[config.mk]
export PLATFORM = sky130hd
export DESIGN_NAME = mesh_route_table_aging
export DESIGN_NICKNAME = d
export VERILOG_FILES = /design/src/mrta_pkg.sv /design/src/mesh_route_table_aging.sv
export SDC_FILE = /design/constraint.sdc
export NUM_CORES = 2
export LEC_CHECK = 0
export ABC_CLOCK_PERIOD_IN_PS = 12800
export BUFFER_PORTS_ARGS = -buffer_cell sky130_fd_sc_hd__buf_4
export CORE_AREA = 2 2 387 389
export DETAILED_ROUTE_END_ITERATION = 6
export DIE_AREA = 0 0 389 391
export GPL_TIMING_DRIVEN = 0
export PLACE_DENSITY_LB_ADDON = 0.2
export SYNTH_ARGS = -nofsm -noshare
export SYNTH_HDL_FRONTEND = slang
export SYNTH_SLANG_ARGS = --single-unit
[constraint.sdc]
create_clock -name clk_i -period 12.8 [get_ports clk_i]
set_input_delay 2.56 -clock clk_i [delete_from_list [all_inputs] [get_ports clk_i]]
set_output_delay 2.56 -clock clk_i [all_outputs]
set_load 0.01 [all_outputs]
[src/mrta_pkg.sv]
// Shared types and constants for the aging mesh routing table.
// Word formats of the item and result channels, action codes, register indexes.
// No dependencies.
package mrta_pkg;

  localparam int unsigned NODE_W   = 16;
  localparam int unsigned HOPS_W   = 8;
  localparam int unsigned TIME_W   = 32;
  localparam int unsigned ACTION_W = 2;
  localparam int unsigned COUNT_W  = 5;
  localparam int unsigned CFG_IDX_W  = 2;
  localparam int unsigned CFG_DATA_W = 32;

  localparam logic [ACTION_W-1:0] ACT_UPDATE = 2'd0;
  localparam logic [ACTION_W-1:0] ACT_LOOKUP = 2'd1;
  localparam logic [ACTION_W-1:0] ACT_SWEEP  = 2'd2;

  localparam logic [CFG_IDX_W-1:0] REG_OWN_NODE_ID = 2'd0;
  localparam logic [CFG_IDX_W-1:0] REG_STALE_TIMEOUT = 2'd1;

  localparam logic [NODE_W-1:0] RESET_OWN_NODE_ID = 16'd1;
  localparam logic [TIME_W-1:0] RESET_STALE_TIMEOUT = 32'd300000;
  localparam logic [HOPS_W-1:0] HOPS_MAX = 8'hFF;

  typedef struct packed {
    logic [ACTION_W-1:0] action;
    logic [NODE_W-1:0]   node;
    logic [HOPS_W-1:0]   hops_in;
    logic [TIME_W-1:0]   now_ms;
  } mrta_in_t;

  typedef struct packed {
    logic               found;
    logic [NODE_W-1:0]  next_hop;
    logic [HOPS_W-1:0]  hop_distance;
    logic [COUNT_W-1:0] entry_count;
    logic [COUNT_W-1:0] removed_count;
  } mrta_out_t;

endpackage

[src/mesh_route_table_aging.sv]
// An item walks the entries up to the entry count at accept; an early match ends the walk,
// and own-id updates and unused actions skip the walk and go straight to the result.
// Throughput is set by the single read port of the entry memory: the walk
// reads one entry per cycle, and a new item is taken only once the last result is registered.
// Reset clears the entry count and handshake state and sets the config registers to
// their reset values; the entry memory is not cleared, data of entries past the count is never used.
module mesh_route_table_aging #(
  parameter int unsigned TABLE_ENTRIES = 16
) (
  input  logic                                clk_i,
  input  logic                                rst_ni,
  input  logic                                in_valid_i,
  output logic                                in_ready_o,
  input  mrta_pkg::mrta_in_t                  in_data_i,
  output logic                                out_valid_o,
  input  logic                                out_ready_i,
  output mrta_pkg::mrta_out_t                 out_data_o,
  input  logic                                cfg_valid_i,
  output logic                                cfg_ready_o,
  input  logic [mrta_pkg::CFG_IDX_W-1:0]      cfg_index_i,
  input  logic [mrta_pkg::CFG_DATA_W-1:0]     cfg_data_i
);
  import mrta_pkg::*;

  localparam int unsigned IDX_W = (TABLE_ENTRIES > 1) ? $clog2(TABLE_ENTRIES) : 1;
  localparam int unsigned CNT_W = $clog2(TABLE_ENTRIES + 1);
  localparam logic [CNT_W-1:0] CNT_FULL = CNT_W'(TABLE_ENTRIES);

  typedef struct packed {
    logic [NODE_W-1:0] node;
    logic [NODE_W-1:0] next_hop;
    logic [HOPS_W-1:0] hops;
    logic [TIME_W-1:0] seen_time;
  } entry_t;

  typedef enum logic [1:0] {ST_IDLE, ST_SCAN, ST_DONE} state_e;

  state_e        state_q, state_d;
  mrta_in_t      req_q, req_d;
  mrta_out_t     res_q, res_d;
  mrta_out_t     out_q, out_d;
  logic          out_valid_q, out_valid_d;
  logic [CNT_W-1:0] cnt_q, cnt_d;
  logic [CNT_W-1:0] rd_q, rd_d;
  logic [CNT_W-1:0] wr_q, wr_d;
  logic [CNT_W-1:0] removed_q, removed_d;
  logic          rvld_q, rvld_d;
  logic [IDX_W-1:0] ridx_q, ridx_d;
  logic [NODE_W-1:0] own_id_q;
  logic [TIME_W-1:0] timeout_q;

  // entry memory, one read and one write port
  entry_t        mem_q [TABLE_ENTRIES];
  entry_t        rdata_q;
  logic          we;
  logic [IDX_W-1:0] waddr;
  entry_t        wdata;

  logic          issue, hit, finish, stale;
  logic [HOPS_W-1:0] hops_new;
  logic [TIME_W-1:0] age;

  assign in_ready_o  = (state_q == ST_IDLE);
  assign out_valid_o = out_valid_q;
  assign out_data_o  = out_q;
  assign cfg_ready_o = 1'b1;

  always_ff @(posedge clk_i or negedge rst_ni) begin
    if (!rst_ni) begin
      own_id_q  <= RESET_OWN_NODE_ID;
      timeout_q <= RESET_STALE_TIMEOUT;
    end else if (cfg_valid_i) begin
      case (cfg_index_i)
        REG_OWN_NODE_ID:   own_id_q  <= cfg_data_i[NODE_W-1:0];
        REG_STALE_TIMEOUT: timeout_q <= cfg_data_i[TIME_W-1:0];
        default: ;
      endcase
    end
  end

  always_ff @(posedge clk_i) begin
    if (we) begin
      mem_q[waddr] <= wdata;
    end
    rdata_q <= mem_q[rd_q[IDX_W-1:0]];
  end

  assign hops_new = (req_q.hops_in == HOPS_MAX) ? HOPS_MAX : req_q.hops_in + HOPS_W'(1);
  assign age      = req_q.now_ms - rdata_q.seen_time;
  assign stale    = age > timeout_q;
  assign issue    = rd_q < cnt_q;
  assign hit      = rvld_q && (req_q.action != ACT_SWEEP) && (rdata_q.node == req_q.node);
  assign finish   = !rvld_q && !issue;

  always_comb begin
    state_d     = state_q;
    req_d       = req_q;
    res_d       = res_q;
    out_d       = out_q;
    out_valid_d = out_valid_q;
    cnt_d       = cnt_q;
    rd_d        = rd_q;
    wr_d        = wr_q;
    removed_d   = removed_q;
    rvld_d      = 1'b0;
    ridx_d      = rd_q[IDX_W-1:0];
    we          = 1'b0;
    waddr       = wr_q[IDX_W-1:0];
    wdata       = rdata_q;

    if (out_valid_q && out_ready_i) begin
      out_valid_d = 1'b0;
    end

    case (state_q)
      ST_IDLE: begin
        if (in_valid_i) begin
          req_d     = in_data_i;
          res_d     = '0;
          rd_d      = '0;
          wr_d      = '0;
          removed_d = '0;
          if ((in_data_i.action == ACT_UPDATE && in_data_i.node != own_id_q) ||
              in_data_i.action == ACT_LOOKUP || in_data_i.action == ACT_SWEEP) begin
            state_d = ST_SCAN;
          end else begin
            state_d = ST_DONE;
          end
        end
      end
      ST_SCAN: begin
        rvld_d = issue;
        if (issue) begin
          rd_d = rd_q + CNT_W'(1);
        end
        // compaction: survivors move down to the write pointer, never above reads
        if (rvld_q && req_q.action == ACT_SWEEP) begin
          if (stale) begin
            removed_d = removed_q + CNT_W'(1);
          end else begin
            we    = 1'b1;
            waddr = wr_q[IDX_W-1:0];
            wdata = rdata_q;
            wr_d  = wr_q + CNT_W'(1);
          end
        end
        if (hit) begin
          rvld_d        = 1'b0;
          state_d       = ST_DONE;
          res_d.found   = 1'b1;
          if (req_q.action == ACT_UPDATE) begin
            we                 = 1'b1;
            waddr              = ridx_q;
            wdata.node         = req_q.node;
            wdata.next_hop     = req_q.node;
            wdata.hops         = hops_new;
            wdata.seen_time    = req_q.now_ms;
            res_d.next_hop     = req_q.node;
            res_d.hop_distance = hops_new;
          end else begin
            res_d.next_hop     = rdata_q.next_hop;
            res_d.hop_distance = rdata_q.hops;
          end
        end else if (finish) begin
          state_d = ST_DONE;
          if (req_q.action == ACT_SWEEP) begin
            cnt_d               = wr_q;
            res_d.removed_count = COUNT_W'(removed_q);
          end else if (req_q.action == ACT_UPDATE && cnt_q < CNT_FULL) begin
            // no match: append at the tail
            we                 = 1'b1;
            waddr              = cnt_q[IDX_W-1:0];
            wdata.node         = req_q.node;
            wdata.next_hop     = req_q.node;
            wdata.hops         = hops_new;
            wdata.seen_time    = req_q.now_ms;
            cnt_d              = cnt_q + CNT_W'(1);
            res_d.found        = 1'b1;
            res_d.next_hop     = req_q.node;
            res_d.hop_distance = hops_new;
          end
        end
      end
      ST_DONE: begin
        if (!out_valid_q || out_ready_i) begin
          out_d             = res_q;
          out_d.entry_count = COUNT_W'(cnt_q);
          out_valid_d       = 1'b1;
          state_d           = ST_IDLE;
        end
      end
      default: state_d = ST_IDLE;
    endcase
  end

  always_ff @(posedge clk_i or negedge rst_ni) begin
    if (!rst_ni) begin
      state_q     <= ST_IDLE;
      out_valid_q <= 1'b0;
      cnt_q       <= '0;
      rvld_q      <= 1'b0;
    end else begin
      state_q     <= state_d;
      out_valid_q <= out_valid_d;
      cnt_q       <= cnt_d;
      rvld_q      <= rvld_d;
    end
  end

  always_ff @(posedge clk_i) begin
    req_q     <= req_d;
    res_q     <= res_d;
    out_q     <= out_d;
    rd_q      <= rd_d;
    wr_q      <= wr_d;
    removed_q <= removed_d;
    ridx_q    <= ridx_d;
  end

endmodule

==> Word-level counts from Yosys, hierarchy flattened <==
Memory sizes are Yosys's and may differ from the RTL's. A register that Yosys moved wholly into a read port is not among the register bits.
Index checks and enable logic that the tools add are counted.
{ "word_totals": {"latch_bits": 0, "ff_bits": 199, "output_inout_bits": 38, "mem_count": 1, "rom_bits": 0, "in_bits": 97, "wordCells": 142, "mem_bits_rw": 1152} }
{ "classes": {"add_sub_neg": 6, "magnitude_cmp": 3, "shift": 0, "div_mod_pow": 0, "n_reduce_logical": 30, "eq_ne": 22, "mux": 56, "multipliers": 0, "bitwise_logic": 1} }
{ "mem_list": {"columns": ["memory", "words", "width", "read_ports", "rd_ports_with_merged_regs", "wr", "line_no", "text"], "rows": [
  ["mem_q", 16, 72, 1, 1, 1, "mesh_route_table_aging.sv:53", "entry_t mem_q [TABLE_ENTRIES];"]
]} }
{ "ops": {"columns": ["cell", "count"], "rows": [
  ["$mux 72", 6],
  ["$mux 25", 4],
  ["$mux 5", 11],
  ["$pmux 25 s2", 1],
  ["$pmux 5 s2", 4],
  ["$mux 35", 1],
  ["$gt 32x32->1", 1],
  ["$sub 32x32->32", 1],
  ["$mux 24", 1],
  ["$mux 4", 6],
  ["$add 5x1->5 const B", 4],
  ["$ne 2x2->1 const B", 10],
  ["$eq 16x16->1", 1],
  ["$ne 16x16->1", 1],
  ["$mux 1", 15],
  ["$reduce_and 4->1", 3],
  ["$mux 2", 5],
  ["$reduce_and 5->1", 2],
  ["$ne 3x3->1 const B", 3],
  ["$add 8x1->8 const B", 1],
  ["$eq 8x8->1 const B", 1],
  ["$logic_not 2->1", 4],
  ["$mux 8", 1],
  ["$reduce_and 2->1", 4],
  ["11 further kinds", 27]
]} }

==> Logic depth before layout (Yosys ltp) <==
{ "depth": {"depth_word": 11, "depth_mapped": 21, "mapped_depth_nobuf": 21} }

==> Least setup slack after synthesis <==
OpenSTA, ideal clock, no wires.
{ "synth_path": {"kind": "flip-flop to flip-flop", "startpoint": "reg req_q[0] in the netlist's numbering", "endpoint": "mem mem_q[10][0] in the netlist's numbering (enable)", "arrival_time_ns": 10.746, "path_slack_ns": 1.374, "path_stages_with_launch": 21, "period_less_slack_ns": 11.426, "path_cell_list": "edfxtp_1 > inv_1 > ha_1 > inv_1 > fa_1 > a211oi_1 > o21ai_0 > a211oi_1 > o211ai_1 > nand3_1 > o21ai_0 > nand3_1 > or3b_2 > ha_1 > a21o_1 > a221oi_1 > o21a_1 > a21oi_1 > a211oi_2 > nor2_1 > nor4_1"} }
{ "synth_between": {"elab_chain_cells": 11, "word_cells_on_any_way": 12, "classes_between": "add/sub (1); order compare (1); mux (10)"} }
{ "synth_lines": {"columns": ["item", "line_no", "text"], "rows": [
  ["start: declaration", "mesh_route_table_aging.sv:39", "mrta_in_t req_q, req_d;"],
  ["start signal: assignment", "mesh_route_table_aging.sv:211", "req_q <= req_d;"],
  ["$sub 32x32->32 (*)", "mesh_route_table_aging.sv:89", "assign age = req_q.now_ms - rdata_q.seen_time;"],
  ["$gt 32x32->1 (*)", "mesh_route_table_aging.sv:90", "assign stale = age > timeout_q;"],
  ["$mux 1 (*)", "mesh_route_table_aging.sv:138", "if (stale) begin"],
  ["$mux 1 (*)", "mesh_route_table_aging.sv:137", "if (rvld_q && req_q.action == ACT_SWEEP) begin"],
  ["$mux 1", "mesh_route_table_aging.sv:169", "end else if (req_q.action == ACT_UPDATE && cnt_q < CNT_FULL) begin"],
  ["$mux 1", "mesh_route_table_aging.sv:166", "if (req_q.action == ACT_SWEEP) begin"],
  ["$mux 1", "mesh_route_table_aging.sv:164", "end else if (finish) begin"],
  ["$mux 1 (*)", "mesh_route_table_aging.sv:147", "if (hit) begin"],
  ["$mux 1 (*)", "mesh_route_table_aging.sv:115", "case (state_q)"],
  ["$mux 1 (*)", "mesh_route_table_aging.sv:82", "if (we) begin"],
  ["$mux 1 (implied by the code) (*)", "mesh_route_table_aging.sv:83", "mem_q[waddr] <= wdata;"],
  ["end: declaration", "mesh_route_table_aging.sv:53", null]
]} }
Every way passes the cells marked *; elsewhere a longest branch is shown, timed or not.

==> Final worst setup path <==
{ "layout_path": {"startpoint": "reg req_q[0] in the netlist's numbering", "endpoint": "mem mem_q[12][54] in the netlist's numbering (enable)"} }
The elaborated chain is that of the path after synthesis.

==> results.cfg <==
[critical_path]
path_class = reg2reg
crit_path_max_incr_delay_ns = 0.98
path_common_cell = buf_4
cpMaxStageDelayCell = nor4_1
cp.buffers_inverters = 7
critPathLaunchType = flip-flop
crit_arrival_ns = 9.01
required_ns = 13.29
path_delay_family = simple AND/OR/NAND/NOR gates
crit_chain = inv_1 -> ha_1 -> inv_1 -> fa_1 -> a211oi_1 -> o21ai_0 -> a211oi_1 -> o211ai_1 -> nand3_1 -> o21ai_0 -> nand3_1 -> or3b_2 -> ha_1 -> nand4_1 -> nor4_1 -> a21oi_1 -> a211oi_2 -> nor2_1 -> nor4_2 -> buf_4 -> buf_4 -> buf_4 -> buf_4 -> buf_4
critical_path.max_fanout = 7
end_kind = flip-flop

[yosys]
synth_edf_count = 1290
synth-adder-area-share_pct = 1.65
synthXorXnorAreaFrac_pct = 1.06
synthMuxAreaShare_pct = 15.5
synth-compound-area-share_pct = 2.58
synth-seq-cells = 1423
synth_top_family_by_area = multiplexers
async_reset_ff_share_pct = 4.01
yosysWarnings = 0
yosys-top-cells-area = edfxtp_1 69%, mux4_2 14%, dfxtp_1 2.7%
syn_nets = 2961
seq_area_frac_synth_pct = 74.5
avgSynthCellArea_um2 = 20.0
synthFlopType = edfxtp_1
synth-simple-area-share_pct = 3.20
synth.distinct_cells = 75
yosysTopAreaCell = edfxtp_1
yosysTopAreaCellShare_pct = 69.3
synthesis.area_mm2 = 0.0559
synthCells = 2791

[die]
coreArea_mm2 = 0.149
die-area_mm2 = 0.152
ios = 135
die_h_um = 391
rows = 142
initial_core_util_pct = 37.7
die_width_um = 389

[clocking]
postCtsHoldBufs = 0
cts_buffer_depth = 3
clkTransAtPathRegs_ns = 0.06
cts_root_buf = clkbuf_16
cts_resized = 0
cts_setup_buffers = 0
cts-buffers-inserted = 148
clkSinkCount = 1423
clk-insertion-delay-late_ns = 0.81
cts_tree = built
htreeDepth = 4

[sta]
period_minus_slack_ns = 8.52
fin_setup_tns_ns = 0
final_hold_viol_count = 0
post-route-period-util_pct = 66.5
holdWs_ns = 0.418
fin_worst_skew_ns = 0.0351
slew_headroom_pct = 9.10
finalSetupViolCount = 0
slew_viol_final = 0
rsz0062_at_grt = false
worstMarginPinSlew_ns = 1.36
fin_ws_ns = 4.28
fmax_mhz = 117

[global_routing]
grt_max_degree = 58
grt_usage_pct = 20.8
antenna_found_initial = 5
grt_pass1_wl_um = 222000
grt_pass1_vias = 29903
overflow = 0

[run_status]
status = finished clean

[finish]
seq_area_mm2 = 0.0417
fillers = 12579
fin_nets = 3364
area_growth_pct = 18.4
multiInputGateArea_mm2 = 0.0136
drive_gt1_share_pct = 29.3

[placement]
numPortBuffers = 133
gp_congestion = 0.841
dp_worst_setup_slack_ns = 4.28
dp_hpwl_um = 108000

[routing]
drc = 0
postRouteAntennaNets = 0
drtPass1Iterations = 5
wl_per_cell_um = 29.9
viasPerCell = 5.51
wl_um = 158000
first_iter_violations = 3136
vias = 29018

[power]
p_per_area_mw_per_mm2 = 234
vdd_drop_max_v = 0.000116
power.leakage_nw = 22.1

[hold_path]
hp-class = reg2reg

[run]
maxCapViolations = 0
cells in the mapped netlist (all sizes together) (2+ instances only):
master / count
dfrtp: 48
o21a: 5
a32o: 3
nor2: 77
o31ai: 4
nor4: 13
a21oi: 70
nand2b: 8
dfxtp: 76
dfstp: 9
or4: 2
a211o: 3
nor3: 11
nand2: 189
nand3: 33
o31a: 2
a221oi: 2
nor2b: 6
o21bai: 6
or2: 3
a211oi: 10
or3: 2
a21o: 21
o311ai: 2
buf: 54
nor3b: 2
o211ai: 10
inv: 80
and3: 10
ha: 72
mux2i: 3
nand4: 13
and4: 2
mux4: 360
nand3b: 4
mux2: 49
xnor2: 34
edfxtp: 1290
a31oi: 8
o22ai: 3
xor2: 34
clkbuf: 64
and2: 12
o21ai: 66
metrics by stage:
stage               util (%)  cell area [um2]  instances  power, mW
finish                  44.6            66200       5267       15.5
global route            44.6            66200       5265       16.2
CTS                     44.5            66100       5256       15.6
detailed placement      41.1            61000       4979       11.1
global placement        40.0            59400       4868       10.9
floorplan                  -            55900       2791       9.42
path summary, 6_finish.rpt:
| kind | start | endpoint | slack (ns) | cells after the start |
|---|---|---|---|---|
| max | req_q[0]$_DFFE_PP_ | mem_q[12][54]$_DFFE_PP_ | 4.28 | 24 |
| min | res_q[10]$_SDFFCE_PN0P_ | out_data_o[10]$_DFFE_PP_ | 0.42 | 0 |
| max reg2reg | req_q[0]$_DFFE_PP_ | mem_q[12][54]$_DFFE_PP_ | 4.28 | 24 |
| min reg2reg | res_q[10]$_SDFFCE_PN0P_ | out_data_o[10]$_DFFE_PP_ | 0.42 | 0 |
| max in group asynchronous | rst_ni | out_valid_o$_DFF_PN0_ | 10.33 | 1 |
| min in group asynchronous | rst_ni | timeout_q[22]$_DFFE_PN0P_ | 1.83 | 1 |
cell usage in the layout, fill, tap and decap left out, types with 27 or more instances in the layout:
cell	synthesis	routed
dfxtp_1	76	76
dfrtp_1	48	48
clkbuf_1	64	104
o21ai_1	1	35
o21ai_0	63	29
nor2_1	77	65
mux2_2	49	49
nand3_1	32	32
inv_1	80	79
buf_4	2	191
xnor2_1	34	34
ha_1	72	72
buf_2	26	27
edfxtp_1	1290	1290
nand2_1	189	188
xor2_1	34	34
buf_12	0	40
mux4_2	360	360
a21oi_1	68	68
clkbuf_16	0	154
routing by layer:
metal  part of all wire [%]  GRT usage, %  routed length [um]  vias up
met2                     49          34.3               77700     1140
met5                  0.022             0                  35        -
li1                       -             -                   -    12139
met1                     42          28.6               65800    15543
met4                    1.9          4.91                2940        4
met3                    7.1          3.70               11200      192
registers in the layout, summed over array words and instances (netlist names), 2 cells and up:
signal      count
mem_q        1152
rdata_q        72
removed_q       5
ridx_q          4
own_id_q       16
res_q          30
req_q          58
rd_q            5
out_data_o     35
timeout_q      32
cnt_q           5
state_q         2
wr_q            5
cell type report:
cell class	instances	area share [%]
Sequential cell	1423	63.0
Inverter	80	0.457
Clock buffer	212	6.41
Buffer	118	0.747
Tap cell	1944	3.67
Multi-Input combinational cell	1170	20.5
Clock inverter	65	1.22
Antenna cell	2	0.00756
Timing Repair Buffer	253	3.97
where the power goes:
group / leakage [nW] / switching, mW / internal [mW]
combinational: 6.68 / 2.85 / 1.88
sequential: 13.0 / 0.228 / 6.11
clock: 2.46 / 1.85 / 2.58
kinds of logic after synthesis:
logic type                 Yosys count
adders and majority gates           73
muxes                              412
xor gates and xnor gates            68
and+or+nand+nor                    390
DFF                               1423
AOI/OAI and AO/OA                  226
buffers and inverters              198
other                                1
Power figures use the tool's default switching activity.
